[config.mk]
export PLATFORM = sky130hd
export DESIGN_NAME = hand_gesture_to_pointer_events_flat
export DESIGN_NICKNAME = d
export VERILOG_FILES = /design/src/hgp_pkg.sv /design/src/hgp_if.sv /design/src/hand_gesture_to_pointer_events.sv /design/src/hgp_mul.sv /design/src/hgp_gesture.sv /design/src/flat_wrapper.sv
export SDC_FILE = /design/constraint.sdc
export NUM_CORES = 2
export LEC_CHECK = 0
export BUFFER_PORTS_ARGS = -buffer_cell sky130_fd_sc_hd__buf_2
export CORE_MARGIN = 5
export CORE_UTILIZATION = 55
export DETAILED_ROUTE_END_ITERATION = 10
export GPL_TIMING_DRIVEN = 0
export HOLD_SLACK_MARGIN = 0.03
export PLACE_DENSITY_LB_ADDON = 0.2
export SLEW_MARGIN = 20
export SYNTH_ARGS = -nofsm -noshare
export SYNTH_HDL_FRONTEND = slang
export SYNTH_SLANG_ARGS = --single-unit
[constraint.sdc]
create_clock -name clk -period 12.19 [get_ports clk]
set_input_delay 1.219 -clock clk [delete_from_list [all_inputs] [get_ports clk]]
set_output_delay 1.219 -clock clk [all_outputs]
set_load 0.02 [all_outputs]
[src/hgp_pkg.sv]
package hgp_pkg;

	// field widths fixed by the register map and result format
	localparam int CAM_W      = 13;
	localparam int SCR_W      = 14;
	localparam int MRG_W      = 10;
	localparam int ALPHA_W    = 9;
	localparam int MASK_W     = 5;
	localparam int CLICK_W    = 3;
	localparam int CFG_IDX_W  = 3;
	localparam int CFG_DATA_W = 14;

	// internal arithmetic widths
	localparam int SPAN_W     = CAM_W + 2;
	localparam int ACC_W      = CAM_W + SCR_W + 1;
	localparam int NUM_W      = ACC_W + 1;
	localparam int CUR_W      = SCR_W + 3;
	localparam int FRAC_SHIFT = 8;
	localparam int DIV_STEPS  = SCR_W;
	localparam int CNT_W      = $clog2(DIV_STEPS);

	localparam logic [ALPHA_W-1:0] ALPHA_ONE = 9'd256;

	// register reset values
	localparam logic [SCR_W-1:0]   SCREEN_W_RST = 14'd1920;
	localparam logic [SCR_W-1:0]   SCREEN_H_RST = 14'd1080;
	localparam logic [CAM_W-1:0]   CAMERA_W_RST = 13'd640;
	localparam logic [CAM_W-1:0]   CAMERA_H_RST = 13'd480;
	localparam logic [MRG_W-1:0]   MARGIN_RST   = 10'd100;
	localparam logic [ALPHA_W-1:0] ALPHA_RST    = 9'd128;

	// finger patterns, bit0 thumb through bit4 little finger
	localparam logic [MASK_W-1:0] PAT_LEFT      = 5'b00001;
	localparam logic [MASK_W-1:0] PAT_RIGHT     = 5'b10011;
	localparam logic [MASK_W-1:0] PAT_SCROLL_DN = 5'b00000;
	localparam logic [MASK_W-1:0] PAT_SCROLL_UP = 5'b10000;
	localparam logic [MASK_W-1:0] PAT_MOVE      = 5'b00010;
	localparam logic [MASK_W-1:0] PAT_DRAG      = 5'b00110;

	typedef enum logic [CFG_IDX_W-1:0] {
		REG_SCREEN_W = 3'd0,
		REG_SCREEN_H = 3'd1,
		REG_CAMERA_W = 3'd2,
		REG_CAMERA_H = 3'd3,
		REG_MARGIN   = 3'd4,
		REG_ALPHA    = 3'd5
	} cfg_reg_t;

	typedef enum logic [CLICK_W-1:0] {
		CLICK_NONE      = 3'd0,
		CLICK_LEFT      = 3'd1,
		CLICK_RIGHT     = 3'd2,
		CLICK_SCROLL_DN = 3'd3,
		CLICK_SCROLL_UP = 3'd4
	} click_t;

	typedef enum logic [3:0] {
		ST_IDLE,
		ST_LC,
		ST_HS,
		ST_LS,
		ST_BS,
		ST_NUM,
		ST_DCHK,
		ST_DIV,
		ST_SMI,
		ST_SMA,
		ST_DONE
	} seq_state_t;

	typedef struct packed {
		logic [MASK_W-1:0] mask;
		click_t            click;
		logic              drag;
		logic              want_move;
	} gesture_t;

endpackage

[src/hgp_if.sv]
interface hgp_in_if #(parameter int LANDMARK_BITS = 16);
	logic                     valid;
	logic                     ready;
	logic [LANDMARK_BITS-1:0] thumb_tip_x;
	logic [LANDMARK_BITS-1:0] thumb_joint_x;
	logic [LANDMARK_BITS-1:0] index_tip_x;
	logic [LANDMARK_BITS-1:0] index_tip_y;
	logic [LANDMARK_BITS-1:0] index_joint_y;
	logic [LANDMARK_BITS-1:0] middle_tip_y;
	logic [LANDMARK_BITS-1:0] middle_joint_y;
	logic [LANDMARK_BITS-1:0] ring_tip_y;
	logic [LANDMARK_BITS-1:0] ring_joint_y;
	logic [LANDMARK_BITS-1:0] pinky_tip_y;
	logic [LANDMARK_BITS-1:0] pinky_joint_y;
	logic                     hand_is_right;

	modport source (
		output valid, thumb_tip_x, thumb_joint_x, index_tip_x, index_tip_y, index_joint_y,
		       middle_tip_y, middle_joint_y, ring_tip_y, ring_joint_y, pinky_tip_y,
		       pinky_joint_y, hand_is_right,
		input  ready
	);
	modport sink (
		input  valid, thumb_tip_x, thumb_joint_x, index_tip_x, index_tip_y, index_joint_y,
		       middle_tip_y, middle_joint_y, ring_tip_y, ring_joint_y, pinky_tip_y,
		       pinky_joint_y, hand_is_right,
		output ready
	);
endinterface

interface hgp_out_if;
	logic        valid;
	logic        ready;
	logic [2:0]  click_code;
	logic        press_left;
	logic        release_left;
	logic        move_valid;
	logic [13:0] cursor_x;
	logic [13:0] cursor_y;
	logic [4:0]  finger_mask;

	modport source (
		output valid, click_code, press_left, release_left, move_valid, cursor_x, cursor_y,
		       finger_mask,
		input  ready
	);
	modport sink (
		input  valid, click_code, press_left, release_left, move_valid, cursor_x, cursor_y,
		       finger_mask,
		output ready
	);
endinterface

interface hgp_cfg_if;
	logic        valid;
	logic        ready;
	logic [2:0]  index;
	logic [13:0] data;

	modport source (output valid, index, data, input ready);
	modport sink (input valid, index, data, output ready);
endinterface

[src/hand_gesture_to_pointer_events.sv]
// A frame without a move passes from ST_IDLE through ST_DONE to the result register; a move or drag
// frame runs each axis through the shared multiplier and a 14-step restoring divider,
// whose steps are skipped when the divide saturates or the target falls below zero.
// One frame is in work at a time: a new request is taken only after the last result is loaded.
// Reset: arst_n clears the sequencer, the kept cursor and the held button and loads
// the register defaults; the result channel comes up empty.
module hand_gesture_to_pointer_events
	import hgp_pkg::*;
#(
	parameter int LANDMARK_BITS = 16
) (
	input  logic  clk,
	input  logic  arst_n,
	hgp_in_if.sink     in_ch,
	hgp_out_if.source  out_ch,
	hgp_cfg_if.sink    cfg_ch
);

	localparam int LB = LANDMARK_BITS;
	localparam int MA = ((LB > SCR_W + 1) ? LB : SCR_W + 1) + 1;
	localparam int MB = SCR_W + 1;
	localparam int PW = MA + MB;

	// configuration registers
	logic [SCR_W-1:0]   scr_w_q, scr_h_q;
	logic [CAM_W-1:0]   cam_w_q, cam_h_q;
	logic [MRG_W-1:0]   margin_q;
	logic [ALPHA_W-1:0] alpha_q;

	// sequencer and per-frame registers
	seq_state_t           state_q, state_d;
	gesture_t             gest, gest_q;
	logic [LB-1:0]        lx_q, ly_q, lo_q;
	logic                 axis_q, press_q, release_q, move_q, held_q;
	logic [ACC_W-1:0]     acc_q;
	logic                 rnd_q;
	logic [NUM_W-1:0]     num_q;
	logic [SCR_W-1:0]     rem_q, low_q, quo_q, tgt_q, res_x_q;
	logic [CNT_W-1:0]     cnt_q;
	logic [SCR_W-1:0]     cur_x_q, cur_y_q;

	// result register
	logic                 out_valid_q;
	click_t               out_click_q;
	logic                 out_press_q, out_release_q, out_move_q;
	logic [SCR_W-1:0]     out_cx_q, out_cy_q;
	logic [MASK_W-1:0]    out_mask_q;

	// handshake and datapath controls
	logic                 in_fire, out_free, span_zero, div_last, div_ovf;
	logic signed [MA-1:0] mul_a;
	logic signed [MB-1:0] mul_b;
	logic signed [PW-1:0] prod_q;

	// axis selection
	logic [LB-1:0]        lm_a;
	logic [CAM_W-1:0]     cam_a, dsor;
	logic [SCR_W-1:0]     scr_a, prev_a;
	logic [SPAN_W-1:0]    span, span_abs;
	logic                 span_neg;
	logic [ALPHA_W-1:0]   alpha_eff;
	logic [NUM_W-1:0]     num_d;
	logic [SCR_W:0]       trial;
	logic                 trial_ge;
	logic [SCR_W-1:0]     rem_d, quo_d;
	logic [SCR_W:0]       diff;
	logic [CUR_W-1:0]     cur, step;
	logic [SCR_W-1:0]     cur_sat;

	assign in_fire  = in_ch.valid && in_ch.ready;
	assign out_free = !out_valid_q || out_ch.ready;
	assign cfg_ch.ready = 1'b1;

	hgp_gesture #(.LB(LB)) u_gesture (
		.thumb_tip_x    (in_ch.thumb_tip_x),
		.thumb_joint_x  (in_ch.thumb_joint_x),
		.index_tip_y    (in_ch.index_tip_y),
		.index_joint_y  (in_ch.index_joint_y),
		.middle_tip_y   (in_ch.middle_tip_y),
		.middle_joint_y (in_ch.middle_joint_y),
		.ring_tip_y     (in_ch.ring_tip_y),
		.ring_joint_y   (in_ch.ring_joint_y),
		.pinky_tip_y    (in_ch.pinky_tip_y),
		.pinky_joint_y  (in_ch.pinky_joint_y),
		.hand_is_right  (in_ch.hand_is_right),
		.gest           (gest)
	);

	hgp_mul #(.AW(MA), .BW(MB)) u_mul (
		.clk (clk),
		.a   (mul_a),
		.b   (mul_b),
		.p   (prod_q)
	);

	// per-axis operands
	always_comb begin
		lm_a      = axis_q ? ly_q : lx_q;
		cam_a     = axis_q ? cam_h_q : cam_w_q;
		scr_a     = axis_q ? scr_h_q : scr_w_q;
		prev_a    = axis_q ? cur_y_q : cur_x_q;
		span      = SPAN_W'(cam_a) - SPAN_W'({margin_q, 1'b0});
		span_neg  = span[SPAN_W-1];
		span_abs  = span_neg ? (SPAN_W'(0) - span) : span;
		dsor      = span_abs[CAM_W-1:0];
		alpha_eff = alpha_q[ALPHA_W-1] ? ALPHA_ONE : alpha_q;
		span_zero = (cam_w_q == CAM_W'({margin_q, 1'b0})) ||
		            (cam_h_q == CAM_W'({margin_q, 1'b0}));
	end

	// numerator of the floored quotient, sign folded by the span sign
	always_comb begin
		if (span_neg) begin
			num_d = NUM_W'(prod_q[MRG_W+SCR_W-1:0]) - NUM_W'(acc_q) - NUM_W'(rnd_q);
		end else begin
			num_d = NUM_W'(acc_q) - NUM_W'(prod_q[MRG_W+SCR_W-1:0]);
		end
	end

	// one restoring divide step
	always_comb begin
		trial    = {rem_q, low_q[SCR_W-1]};
		trial_ge = trial >= (SCR_W+1)'(dsor);
		rem_d    = trial_ge ? SCR_W'(trial - (SCR_W+1)'(dsor)) : SCR_W'(trial);
		quo_d    = {quo_q[SCR_W-2:0], trial_ge};
		div_last = (cnt_q == CNT_W'(DIV_STEPS - 1));
		div_ovf  = num_q[NUM_W-2:SCR_W] >= SCR_W'(dsor);
	end

	// smoothing: prev + floor((tgt - prev) * a / 256), clamped to the screen
	always_comb begin
		diff = (SCR_W+1)'(tgt_q) - (SCR_W+1)'(prev_a);
		step = CUR_W'(prod_q[PW-1:FRAC_SHIFT]);
		cur  = CUR_W'(prev_a) + step;
		if (cur[CUR_W-1]) begin
			cur_sat = '0;
		end else if (cur[CUR_W-2:0] > (CUR_W-1)'(scr_a)) begin
			cur_sat = scr_a;
		end else begin
			cur_sat = cur[SCR_W-1:0];
		end
	end

	// next state
	always_comb begin
		state_d = state_q;
		case (state_q)
			ST_IDLE: begin
				if (in_fire) begin
					state_d = (gest.want_move && !span_zero) ? ST_LC : ST_DONE;
				end
			end
			ST_LC:   state_d = ST_HS;
			ST_HS:   state_d = ST_LS;
			ST_LS:   state_d = ST_BS;
			ST_BS:   state_d = ST_NUM;
			ST_NUM:  state_d = ST_DCHK;
			ST_DCHK: begin
				state_d = (num_q[NUM_W-1] || div_ovf) ? ST_SMI : ST_DIV;
			end
			ST_DIV: begin
				if (div_last) begin
					state_d = ST_SMI;
				end
			end
			ST_SMI:  state_d = ST_SMA;
			ST_SMA:  state_d = axis_q ? ST_DONE : ST_LC;
			ST_DONE: begin
				if (out_free) begin
					state_d = ST_IDLE;
				end
			end
			default: state_d = ST_IDLE;
		endcase
	end

	// sequencer outputs: request ready and multiplier operands
	always_comb begin
		in_ch.ready = 1'b0;
		mul_a       = '0;
		mul_b       = '0;
		case (state_q)
			ST_IDLE: in_ch.ready = 1'b1;
			ST_LC: begin
				mul_a = $signed(MA'(lm_a));
				mul_b = $signed(MB'(cam_a));
			end
			ST_HS: begin
				mul_a = $signed(MA'(prod_q[LB+CAM_W-1:LB]));
				mul_b = $signed(MB'(scr_a));
			end
			ST_LS: begin
				mul_a = $signed(MA'(lo_q));
				mul_b = $signed(MB'(scr_a));
			end
			ST_BS: begin
				mul_a = $signed(MA'(margin_q));
				mul_b = $signed(MB'(scr_a));
			end
			ST_SMI: begin
				mul_a = MA'($signed(diff));
				mul_b = $signed(MB'(alpha_eff));
			end
			default: begin
				in_ch.ready = 1'b0;
			end
		endcase
	end

	// control state
	always_ff @(posedge clk or negedge arst_n) begin
		if (!arst_n) begin
			state_q     <= ST_IDLE;
			axis_q      <= 1'b0;
			held_q      <= 1'b0;
			move_q      <= 1'b0;
			cur_x_q     <= '0;
			cur_y_q     <= '0;
			out_valid_q <= 1'b0;
			scr_w_q     <= SCREEN_W_RST;
			scr_h_q     <= SCREEN_H_RST;
			cam_w_q     <= CAMERA_W_RST;
			cam_h_q     <= CAMERA_H_RST;
			margin_q    <= MARGIN_RST;
			alpha_q     <= ALPHA_RST;
		end else begin
			state_q <= state_d;

			// register writes
			if (cfg_ch.valid && cfg_ch.ready) begin
				case (cfg_ch.index)
					REG_SCREEN_W: scr_w_q  <= cfg_ch.data[SCR_W-1:0];
					REG_SCREEN_H: scr_h_q  <= cfg_ch.data[SCR_W-1:0];
					REG_CAMERA_W: cam_w_q  <= cfg_ch.data[CAM_W-1:0];
					REG_CAMERA_H: cam_h_q  <= cfg_ch.data[CAM_W-1:0];
					REG_MARGIN:   margin_q <= cfg_ch.data[MRG_W-1:0];
					REG_ALPHA:    alpha_q  <= cfg_ch.data[ALPHA_W-1:0];
					default:      ;
				endcase
			end

			// button hold follows the drag pattern
			if (state_q == ST_IDLE && in_fire) begin
				axis_q <= 1'b0;
				move_q <= 1'b0;
				held_q <= gest.drag;
			end

			// both axes done: commit the cursor
			if (state_q == ST_SMA) begin
				axis_q <= 1'b1;
				if (axis_q) begin
					cur_x_q <= res_x_q;
					cur_y_q <= cur_sat;
					move_q  <= 1'b1;
				end
			end

			// result register fills from the sequencer, drains on the handshake
			if (state_q == ST_DONE && out_free) begin
				out_valid_q <= 1'b1;
			end else if (out_ch.valid && out_ch.ready) begin
				out_valid_q <= 1'b0;
			end
		end
	end

	// datapath registers
	always_ff @(posedge clk) begin
		case (state_q)
			ST_IDLE: begin
				if (in_fire) begin
					lx_q      <= in_ch.index_tip_x;
					ly_q      <= in_ch.index_tip_y;
					gest_q    <= gest;
					press_q   <= gest.drag && !held_q;
					release_q <= !gest.drag && held_q;
				end
			end
			ST_HS:  lo_q  <= prod_q[LB-1:0];
			ST_LS:  acc_q <= prod_q[ACC_W-1:0];
			ST_BS: begin
				acc_q <= acc_q + ACC_W'(prod_q[LB+SCR_W-1:LB]);
				rnd_q <= |prod_q[LB-1:0];
			end
			ST_NUM: num_q <= num_d;
			ST_DCHK: begin
				// negative target clamps to zero, a quotient past the screen to the edge
				if (num_q[NUM_W-1]) begin
					tgt_q <= '0;
				end else if (div_ovf) begin
					tgt_q <= scr_a;
				end
				rem_q <= num_q[NUM_W-2:SCR_W];
				low_q <= num_q[SCR_W-1:0];
				quo_q <= '0;
				cnt_q <= '0;
			end
			ST_DIV: begin
				rem_q <= rem_d;
				low_q <= {low_q[SCR_W-2:0], 1'b0};
				quo_q <= quo_d;
				cnt_q <= cnt_q + CNT_W'(1);
				if (div_last) begin
					tgt_q <= (quo_d > scr_a) ? scr_a : quo_d;
				end
			end
			ST_SMA: begin
				if (!axis_q) begin
					res_x_q <= cur_sat;
				end
			end
			ST_DONE: begin
				if (out_free) begin
					out_click_q   <= gest_q.click;
					out_press_q   <= press_q;
					out_release_q <= release_q;
					out_move_q    <= move_q;
					out_cx_q      <= cur_x_q;
					out_cy_q      <= cur_y_q;
					out_mask_q    <= gest_q.mask;
				end
			end
			default: ;
		endcase
	end

	assign out_ch.valid        = out_valid_q;
	assign out_ch.click_code   = out_click_q;
	assign out_ch.press_left   = out_press_q;
	assign out_ch.release_left = out_release_q;
	assign out_ch.move_valid   = out_move_q;
	assign out_ch.cursor_x     = out_cx_q;
	assign out_ch.cursor_y     = out_cy_q;
	assign out_ch.finger_mask  = out_mask_q;

`ifndef SYNTH
	a_busy_after_accept: assert property (@(posedge clk) disable iff (!arst_n)
		in_ch.valid && in_ch.ready |=> !in_ch.ready)
		else $error("request taken while a frame is in work");

	a_press_release_excl: assert property (@(posedge clk) disable iff (!arst_n)
		out_ch.valid |-> !(out_ch.press_left && out_ch.release_left))
		else $error("press and release in one result");

	a_cursor_on_screen: assert property (@(posedge clk) disable iff (!arst_n)
		out_ch.valid && out_ch.move_valid |->
		(out_ch.cursor_x <= scr_w_q) && (out_ch.cursor_y <= scr_h_q))
		else $error("moved cursor outside the screen");

	a_div_remainder: assert property (@(posedge clk) disable iff (!arst_n)
		state_q == ST_DIV |-> rem_q < SCR_W'(dsor))
		else $error("divider remainder not below divisor");
`endif

endmodule

[src/hgp_mul.sv]
module hgp_mul
	import hgp_pkg::*;
#(
	parameter int AW = 17,
	parameter int BW = 15
) (
	input  logic                    clk,
	input  logic signed [AW-1:0]    a,
	input  logic signed [BW-1:0]    b,
	output logic signed [AW+BW-1:0] p
);

	// shared signed multiplier, product registered for the next step
	always_ff @(posedge clk) begin
		p <= a * b;
	end

endmodule

[src/hgp_gesture.sv]
module hgp_gesture
	import hgp_pkg::*;
#(
	parameter int LB = 16
) (
	input  logic [LB-1:0] thumb_tip_x,
	input  logic [LB-1:0] thumb_joint_x,
	input  logic [LB-1:0] index_tip_y,
	input  logic [LB-1:0] index_joint_y,
	input  logic [LB-1:0] middle_tip_y,
	input  logic [LB-1:0] middle_joint_y,
	input  logic [LB-1:0] ring_tip_y,
	input  logic [LB-1:0] ring_joint_y,
	input  logic [LB-1:0] pinky_tip_y,
	input  logic [LB-1:0] pinky_joint_y,
	input  logic          hand_is_right,
	output gesture_t      gest
);

	logic [MASK_W-1:0] mask;

	// raised fingers: thumb by x depending on hand, others tip above joint
	always_comb begin
		mask[0] = hand_is_right ? (thumb_tip_x > thumb_joint_x) : (thumb_tip_x < thumb_joint_x);
		mask[1] = index_tip_y < index_joint_y;
		mask[2] = middle_tip_y < middle_joint_y;
		mask[3] = ring_tip_y < ring_joint_y;
		mask[4] = pinky_tip_y < pinky_joint_y;
	end

	// pattern decode
	always_comb begin
		gest.mask      = mask;
		gest.drag      = (mask == PAT_DRAG);
		gest.want_move = (mask == PAT_MOVE) || (mask == PAT_DRAG);
		case (mask)
			PAT_LEFT:      gest.click = CLICK_LEFT;
			PAT_RIGHT:     gest.click = CLICK_RIGHT;
			PAT_SCROLL_DN: gest.click = CLICK_SCROLL_DN;
			PAT_SCROLL_UP: gest.click = CLICK_SCROLL_UP;
			default:       gest.click = CLICK_NONE;
		endcase
	end

endmodule
[src/flat_wrapper.sv]
// flat-port wrapper written by rule: the top's interface ports become plain ports
module hand_gesture_to_pointer_events_flat import hgp_pkg::*;
#(
	parameter int LANDMARK_BITS = 16
)
  (clk, arst_n, in_ch_valid, in_ch_thumb_tip_x, in_ch_thumb_joint_x, in_ch_index_tip_x, in_ch_index_tip_y, in_ch_index_joint_y, in_ch_middle_tip_y, in_ch_middle_joint_y, in_ch_ring_tip_y, in_ch_ring_joint_y, in_ch_pinky_tip_y, in_ch_pinky_joint_y, in_ch_hand_is_right, in_ch_ready, out_ch_valid, out_ch_click_code, out_ch_press_left, out_ch_release_left, out_ch_move_valid, out_ch_cursor_x, out_ch_cursor_y, out_ch_finger_mask, out_ch_ready, cfg_ch_valid, cfg_ch_index, cfg_ch_data, cfg_ch_ready);
  hgp_in_if #(.LANDMARK_BITS(LANDMARK_BITS)) in_ch_i ();
  hgp_out_if out_ch_i ();
  hgp_cfg_if cfg_ch_i ();
  input  logic clk;
  input  logic arst_n;
  input wire logic [$bits(in_ch_i.valid)-1:0] in_ch_valid;
  input wire logic [$bits(in_ch_i.thumb_tip_x)-1:0] in_ch_thumb_tip_x;
  input wire logic [$bits(in_ch_i.thumb_joint_x)-1:0] in_ch_thumb_joint_x;
  input wire logic [$bits(in_ch_i.index_tip_x)-1:0] in_ch_index_tip_x;
  input wire logic [$bits(in_ch_i.index_tip_y)-1:0] in_ch_index_tip_y;
  input wire logic [$bits(in_ch_i.index_joint_y)-1:0] in_ch_index_joint_y;
  input wire logic [$bits(in_ch_i.middle_tip_y)-1:0] in_ch_middle_tip_y;
  input wire logic [$bits(in_ch_i.middle_joint_y)-1:0] in_ch_middle_joint_y;
  input wire logic [$bits(in_ch_i.ring_tip_y)-1:0] in_ch_ring_tip_y;
  input wire logic [$bits(in_ch_i.ring_joint_y)-1:0] in_ch_ring_joint_y;
  input wire logic [$bits(in_ch_i.pinky_tip_y)-1:0] in_ch_pinky_tip_y;
  input wire logic [$bits(in_ch_i.pinky_joint_y)-1:0] in_ch_pinky_joint_y;
  input wire logic [$bits(in_ch_i.hand_is_right)-1:0] in_ch_hand_is_right;
  output wire logic [$bits(in_ch_i.ready)-1:0] in_ch_ready;
  output wire logic [$bits(out_ch_i.valid)-1:0] out_ch_valid;
  output wire logic [$bits(out_ch_i.click_code)-1:0] out_ch_click_code;
  output wire logic [$bits(out_ch_i.press_left)-1:0] out_ch_press_left;
  output wire logic [$bits(out_ch_i.release_left)-1:0] out_ch_release_left;
  output wire logic [$bits(out_ch_i.move_valid)-1:0] out_ch_move_valid;
  output wire logic [$bits(out_ch_i.cursor_x)-1:0] out_ch_cursor_x;
  output wire logic [$bits(out_ch_i.cursor_y)-1:0] out_ch_cursor_y;
  output wire logic [$bits(out_ch_i.finger_mask)-1:0] out_ch_finger_mask;
  input wire logic [$bits(out_ch_i.ready)-1:0] out_ch_ready;
  input wire logic [$bits(cfg_ch_i.valid)-1:0] cfg_ch_valid;
  input wire logic [$bits(cfg_ch_i.index)-1:0] cfg_ch_index;
  input wire logic [$bits(cfg_ch_i.data)-1:0] cfg_ch_data;
  output wire logic [$bits(cfg_ch_i.ready)-1:0] cfg_ch_ready;
  assign in_ch_i.valid = in_ch_valid;
  assign in_ch_i.thumb_tip_x = in_ch_thumb_tip_x;
  assign in_ch_i.thumb_joint_x = in_ch_thumb_joint_x;
  assign in_ch_i.index_tip_x = in_ch_index_tip_x;
  assign in_ch_i.index_tip_y = in_ch_index_tip_y;
  assign in_ch_i.index_joint_y = in_ch_index_joint_y;
  assign in_ch_i.middle_tip_y = in_ch_middle_tip_y;
  assign in_ch_i.middle_joint_y = in_ch_middle_joint_y;
  assign in_ch_i.ring_tip_y = in_ch_ring_tip_y;
  assign in_ch_i.ring_joint_y = in_ch_ring_joint_y;
  assign in_ch_i.pinky_tip_y = in_ch_pinky_tip_y;
  assign in_ch_i.pinky_joint_y = in_ch_pinky_joint_y;
  assign in_ch_i.hand_is_right = in_ch_hand_is_right;
  assign in_ch_ready = in_ch_i.ready;
  assign out_ch_valid = out_ch_i.valid;
  assign out_ch_click_code = out_ch_i.click_code;
  assign out_ch_press_left = out_ch_i.press_left;
  assign out_ch_release_left = out_ch_i.release_left;
  assign out_ch_move_valid = out_ch_i.move_valid;
  assign out_ch_cursor_x = out_ch_i.cursor_x;
  assign out_ch_cursor_y = out_ch_i.cursor_y;
  assign out_ch_finger_mask = out_ch_i.finger_mask;
  assign out_ch_i.ready = out_ch_ready;
  assign cfg_ch_i.valid = cfg_ch_valid;
  assign cfg_ch_i.index = cfg_ch_index;
  assign cfg_ch_i.data = cfg_ch_data;
  assign cfg_ch_ready = cfg_ch_i.ready;
  hand_gesture_to_pointer_events #(.LANDMARK_BITS(LANDMARK_BITS)) u_core (.clk(clk), .arst_n(arst_n), .in_ch(in_ch_i), .out_ch(out_ch_i), .cfg_ch(cfg_ch_i));
endmodule
==> flow_summary_export.csv <==
group,metric,value,unit
die,die_y,253.5,um
clock_tree,cts_tree,"yes",
clock_tree,cts_resized,0,
routing,drc_errors,0,
place,numPortBuffers,239,
logic_synthesis,synthMuxAreaShare,6.245,%
routing,drtIter0Drc,2230,
global_routing,track_usage,29.08,%
worst_setup_path,cp_slowest_cell,"a31oi_1",
logic_synthesis,ys.flop_type,"edfxtp_1",
timing,slew_headroom,23.09,%
worst_setup_path,critPathMaxStageDelay,0.89,ns
routing,wl_per_cell,20.88,um
logic_synthesis,synth_xor_area_share,4.917,%
place,placed_cells,4372,
worst_setup_path,cp_max_fo,10,
global_routing,grt_pass1_wl,145200,um
clock_tree,root_buffer,"clkbuf_16",
worst_setup_path,arrival,12.17,ns
worst_setup_path,critPathKind,"flip-flop to flip-flop",
timing,final.setup.tns,0,ns
worst_hold_path,hp-start,"u_core.gest_q[3]",
timing,rsz0062_at_grt,"no",
power_and_ir_drop,p_total,10.57,mW
worst_setup_path,r2r-start,"u_core.axis_q",
worst_setup_path,r2r_cells,34,
clock_tree,post_cts_buffers,0,
place,dp_hpwl,75330,um
cells_and_area,antenna_cells,0,
timing,finalSetupViolations,0,
worst_setup_path,reg2reg_to,"u_core.u_mul.p[29]",
clock_tree,worstSkewPairLatency,0.61,ns
routing,viasPerCell,5.709,
cells_and_area,area_growth,12.04,%
die,ios,241,
timing,hold_viol,0,
logic_synthesis,synth_compound_area_share,11.11,%
timing,finalCriticalPeriod,11.74,ns
job,maxCapViolCount,0,
worst_setup_path,cp.required,12.62,ns
power_and_ir_drop,powerDensity,289.4,nW/um^2
clock_tree,cts_buffers,42,
timing,worst_pin_slew,1.151,ns
worst_setup_path,cp-start-kind,"flip-flop",
die,die-area,64240,um^2
timing,fin_ws,0.4496,ns
clock_tree,clockBufferDepth,3,
logic_synthesis,synth_top_family_by_area,"adder cells",
die,fp.dieW,253.5,um
logic_synthesis,synth_cell_types,88,
worst_setup_path,r2r_slack,0.45,ns
routing,vias,25406,
place,place.gp.congestion,0.9719,
cells_and_area,drive_gt1_share,13.54,%
routing,drt-pass1-iter-count,6,
logic_synthesis,synthArstFlopShare,29.70,%
timing,finalCritPeriodShare,96.31,%
power_and_ir_drop,peakVddDrop,0.2519,mV
outcome,status,"completed",
clock_tree,htreeDepth,2,
timing,fin_skew,0.05830,ns
clock_tree,cts-hold-fix-buffers,0,
worst_setup_path,cp-end-kind,"flip-flop",
global_routing,gr-total-overflow,0,
clock_tree,clkTransAtPathRegs,0.06,ns
cells_and_area,fin_nets,4406,
worst_setup_path,cpMostUsedCell,"fa_1",
logic_synthesis,synth_fa_ha_area_share,27.38,%
timing,fmax,85.18,MHz
logic_synthesis,yosys.area_share.simple,12.04,%
timing,fin_hold_ws,0.4188,ns
global_routing,grt_max_degree,56,
logic_synthesis,syn_area,32600,um^2
power_and_ir_drop,p_leak,16.96,nW
worst_hold_path,min_path_cells,0,
die,std_cell_rows,89,
global_routing,antenna_found_initial,1,
cells_and_area,final_cells,4450,
logic_synthesis,synth_edf_count,228,
routing,routed_wl,92910,um
global_routing,grt_pass1_vias,25427,
logic_synthesis,synth-seq-area-share,31.28,%
timing,drv_slew,0,
routing,antenna_left,0,
worst_hold_path,holdPathEnd,"u_core.out_ch.click_code[1]",
logic_synthesis,yosys_warnings,0,
die,initial_core_util,55.34,%
place,place_ws,0.3558,ns
logic_synthesis,synth_area_per_cell,9.754,um^2
clock_tree,clock-sinks,367,
die,core_area,58910,um^2
logic_synthesis,synth_seq_cells,367,
logic_synthesis,syn_inst,3342,
worst_hold_path,hold_path_class,"flip-flop to flip-flop",
## worst max-delay path by stage
| stage | from | end | slack (ns) | cells past startpoint |
|---|---|---|---|---|
| global placement | u_core.axis_q | u_core.u_mul.p[29] | 0.47 | 35 |
| detailed placement | u_core.axis_q | u_core.u_mul.p[29] | 0.36 | 35 |
| global route | u_core.axis_q | u_core.u_mul.p[29] | 0.05 | 34 |
| floorplan | u_core.axis_q | u_core.u_mul.p[27] | 2.91 | 35 |
| CTS | u_core.axis_q | u_core.u_mul.p[29] | 0.30 | 35 |
| finish | u_core.axis_q | u_core.u_mul.p[29] | 0.45 | 34 |
## synthesized netlist by cell type (8+ instances only)
library cell | instances | area, um^2
a211oi_1 | 14 | 105.1
a21boi_1 | 11 | 82.58
a21o_1 | 48 | 360.4
a21oi_1 | 142 | 710.7
a31oi_1 | 21 | 131.4
and2_1 | 27 | 168.9
and3_1 | 15 | 93.84
buf_2 | 9 | 45.04
clkbuf_1 | 58 | 217.7
dfrtp_1 | 91 | 2277
dfstp_2 | 18 | 473.0
dfxtp_1 | 30 | 600.6
edfxtp_1 | 228 | 6847
fa_1 | 249 | 4985
ha_1 | 315 | 3941
inv_1 | 521 | 1956
inv_2 | 8 | 30.03
mux2_2 | 109 | 1227
mux2i_1 | 74 | 740.7
nand2_1 | 324 | 1216
nand2b_1 | 30 | 187.7
nand3_1 | 37 | 185.2
nand4_1 | 20 | 125.1
nor2_1 | 263 | 987.2
nor2b_1 | 42 | 262.8
nor3_1 | 40 | 200.2
nor4_1 | 18 | 112.6
o211ai_1 | 19 | 142.6
o21a_1 | 19 | 142.6
o21ai_0 | 65 | 325.3
o21ai_1 | 92 | 460.4
o21bai_1 | 14 | 105.1
o22ai_1 | 19 | 118.9
o31ai_1 | 13 | 97.59
or3_1 | 11 | 68.82
xnor2_1 | 120 | 1051
xor2_1 | 63 | 551.8
## per-layer routing
metal | global-route usage (%) | part of all wire (%)
met1 | 38.46 | 41
met5 | 0 | 0.014
met4 | 11.86 | 4.8
met3 | 5.701 | 8.3
met2 | 47.38 | 46
## critical path: cells and delay by family (launching register included)
| kind | cells | cell delay, ns |
|---|---|---|
| adders and majority gates | 8 | 3.60 |
| AOI/OAI and AO/OA | 12 | 3.42 |
| buffers and inverters | 8 | 2.26 |
| and+or+nand+nor | 4 | 1.29 |
| xor gates and xnor gates | 1 | 0.34 |
| DFF | 1 | 0.33 |
| muxes | 1 | 0.31 |
## where the power goes
group          total (mW)  internal (mW)  switching, mW
combinational        7.05           2.75           4.30
sequential           2.12           1.76          0.356
clock                1.40          0.844          0.559
total                10.6           5.36           5.21
## per-stage QoR
| step | utilization, % | area, um^2 |
|---|---|---|
| 4_1_cts | 61.97 | 36510 |
| 2_1_floorplan | - | 32620 |
| 5_1_grt | 62.00 | 36520 |
| 6_report | 62.00 | 36520 |
| 3_3_place_gp | 59.05 | 34780 |
| 3_5_place_dp | 59.38 | 34980 |
## area by class of cell
cell class              instances  area [um^2]
inverters                     530         1989
clock buffers                  57         1197
clock inverters                21        330.3
fillers                      4992        22390
repair buffers                251         1350
plain buffers                  72        292.8
multi-input cells            2379        20200
flip-flops and latches        367        10200
well taps                     773        967.2
## cells by family after synthesis
family	count (synthesis)
xor gates and xnor gates	183
other	2
muxes	189
buffers and inverters	602
AOI/OAI and AO/OA	566
and+or+nand+nor	869
DFF	367
adders and majority gates	564
## cells in the final DEF, fill, tap and decap left out, types with 21 or more instances in the layout
cell type,instances
a21o_1,48
a21oi_1,142
a31oi_1,21
and2_1,26
buf_2,252
clkbuf_1,64
clkbuf_16,42
dfrtp_1,91
dfxtp_1,30
edfxtp_1,228
fa_1,249
ha_1,315
inv_1,520
mux2_2,109
mux2i_1,74
nand2_1,323
nand2b_1,30
nand3_1,37
nor2_1,260
nor2b_1,41
nor3_1,39
o21ai_0,65
o21ai_1,92
xnor2_1,120
xor2_1,63
## registers in the layout, indices dropped and copies added, names as in the netlist, 14 cells and up
signal	cells
u_core.rem_q	14
u_core.out_ch.cursor_y	14
u_core.lx_q	16
u_core.scr_w_q	14
u_core.u_mul.p	30
u_core.low_q	14
u_core.acc_q	28
u_core.cur_y_q	14
u_core.lo_q	16
u_core.scr_h_q	14
u_core.num_q	29
u_core.cur_x_q	14
u_core.res_x_q	14
u_core.tgt_q	14
u_core.ly_q	16
u_core.out_ch.cursor_x	14
No activity file was read; power rests on OpenSTA's default activity.
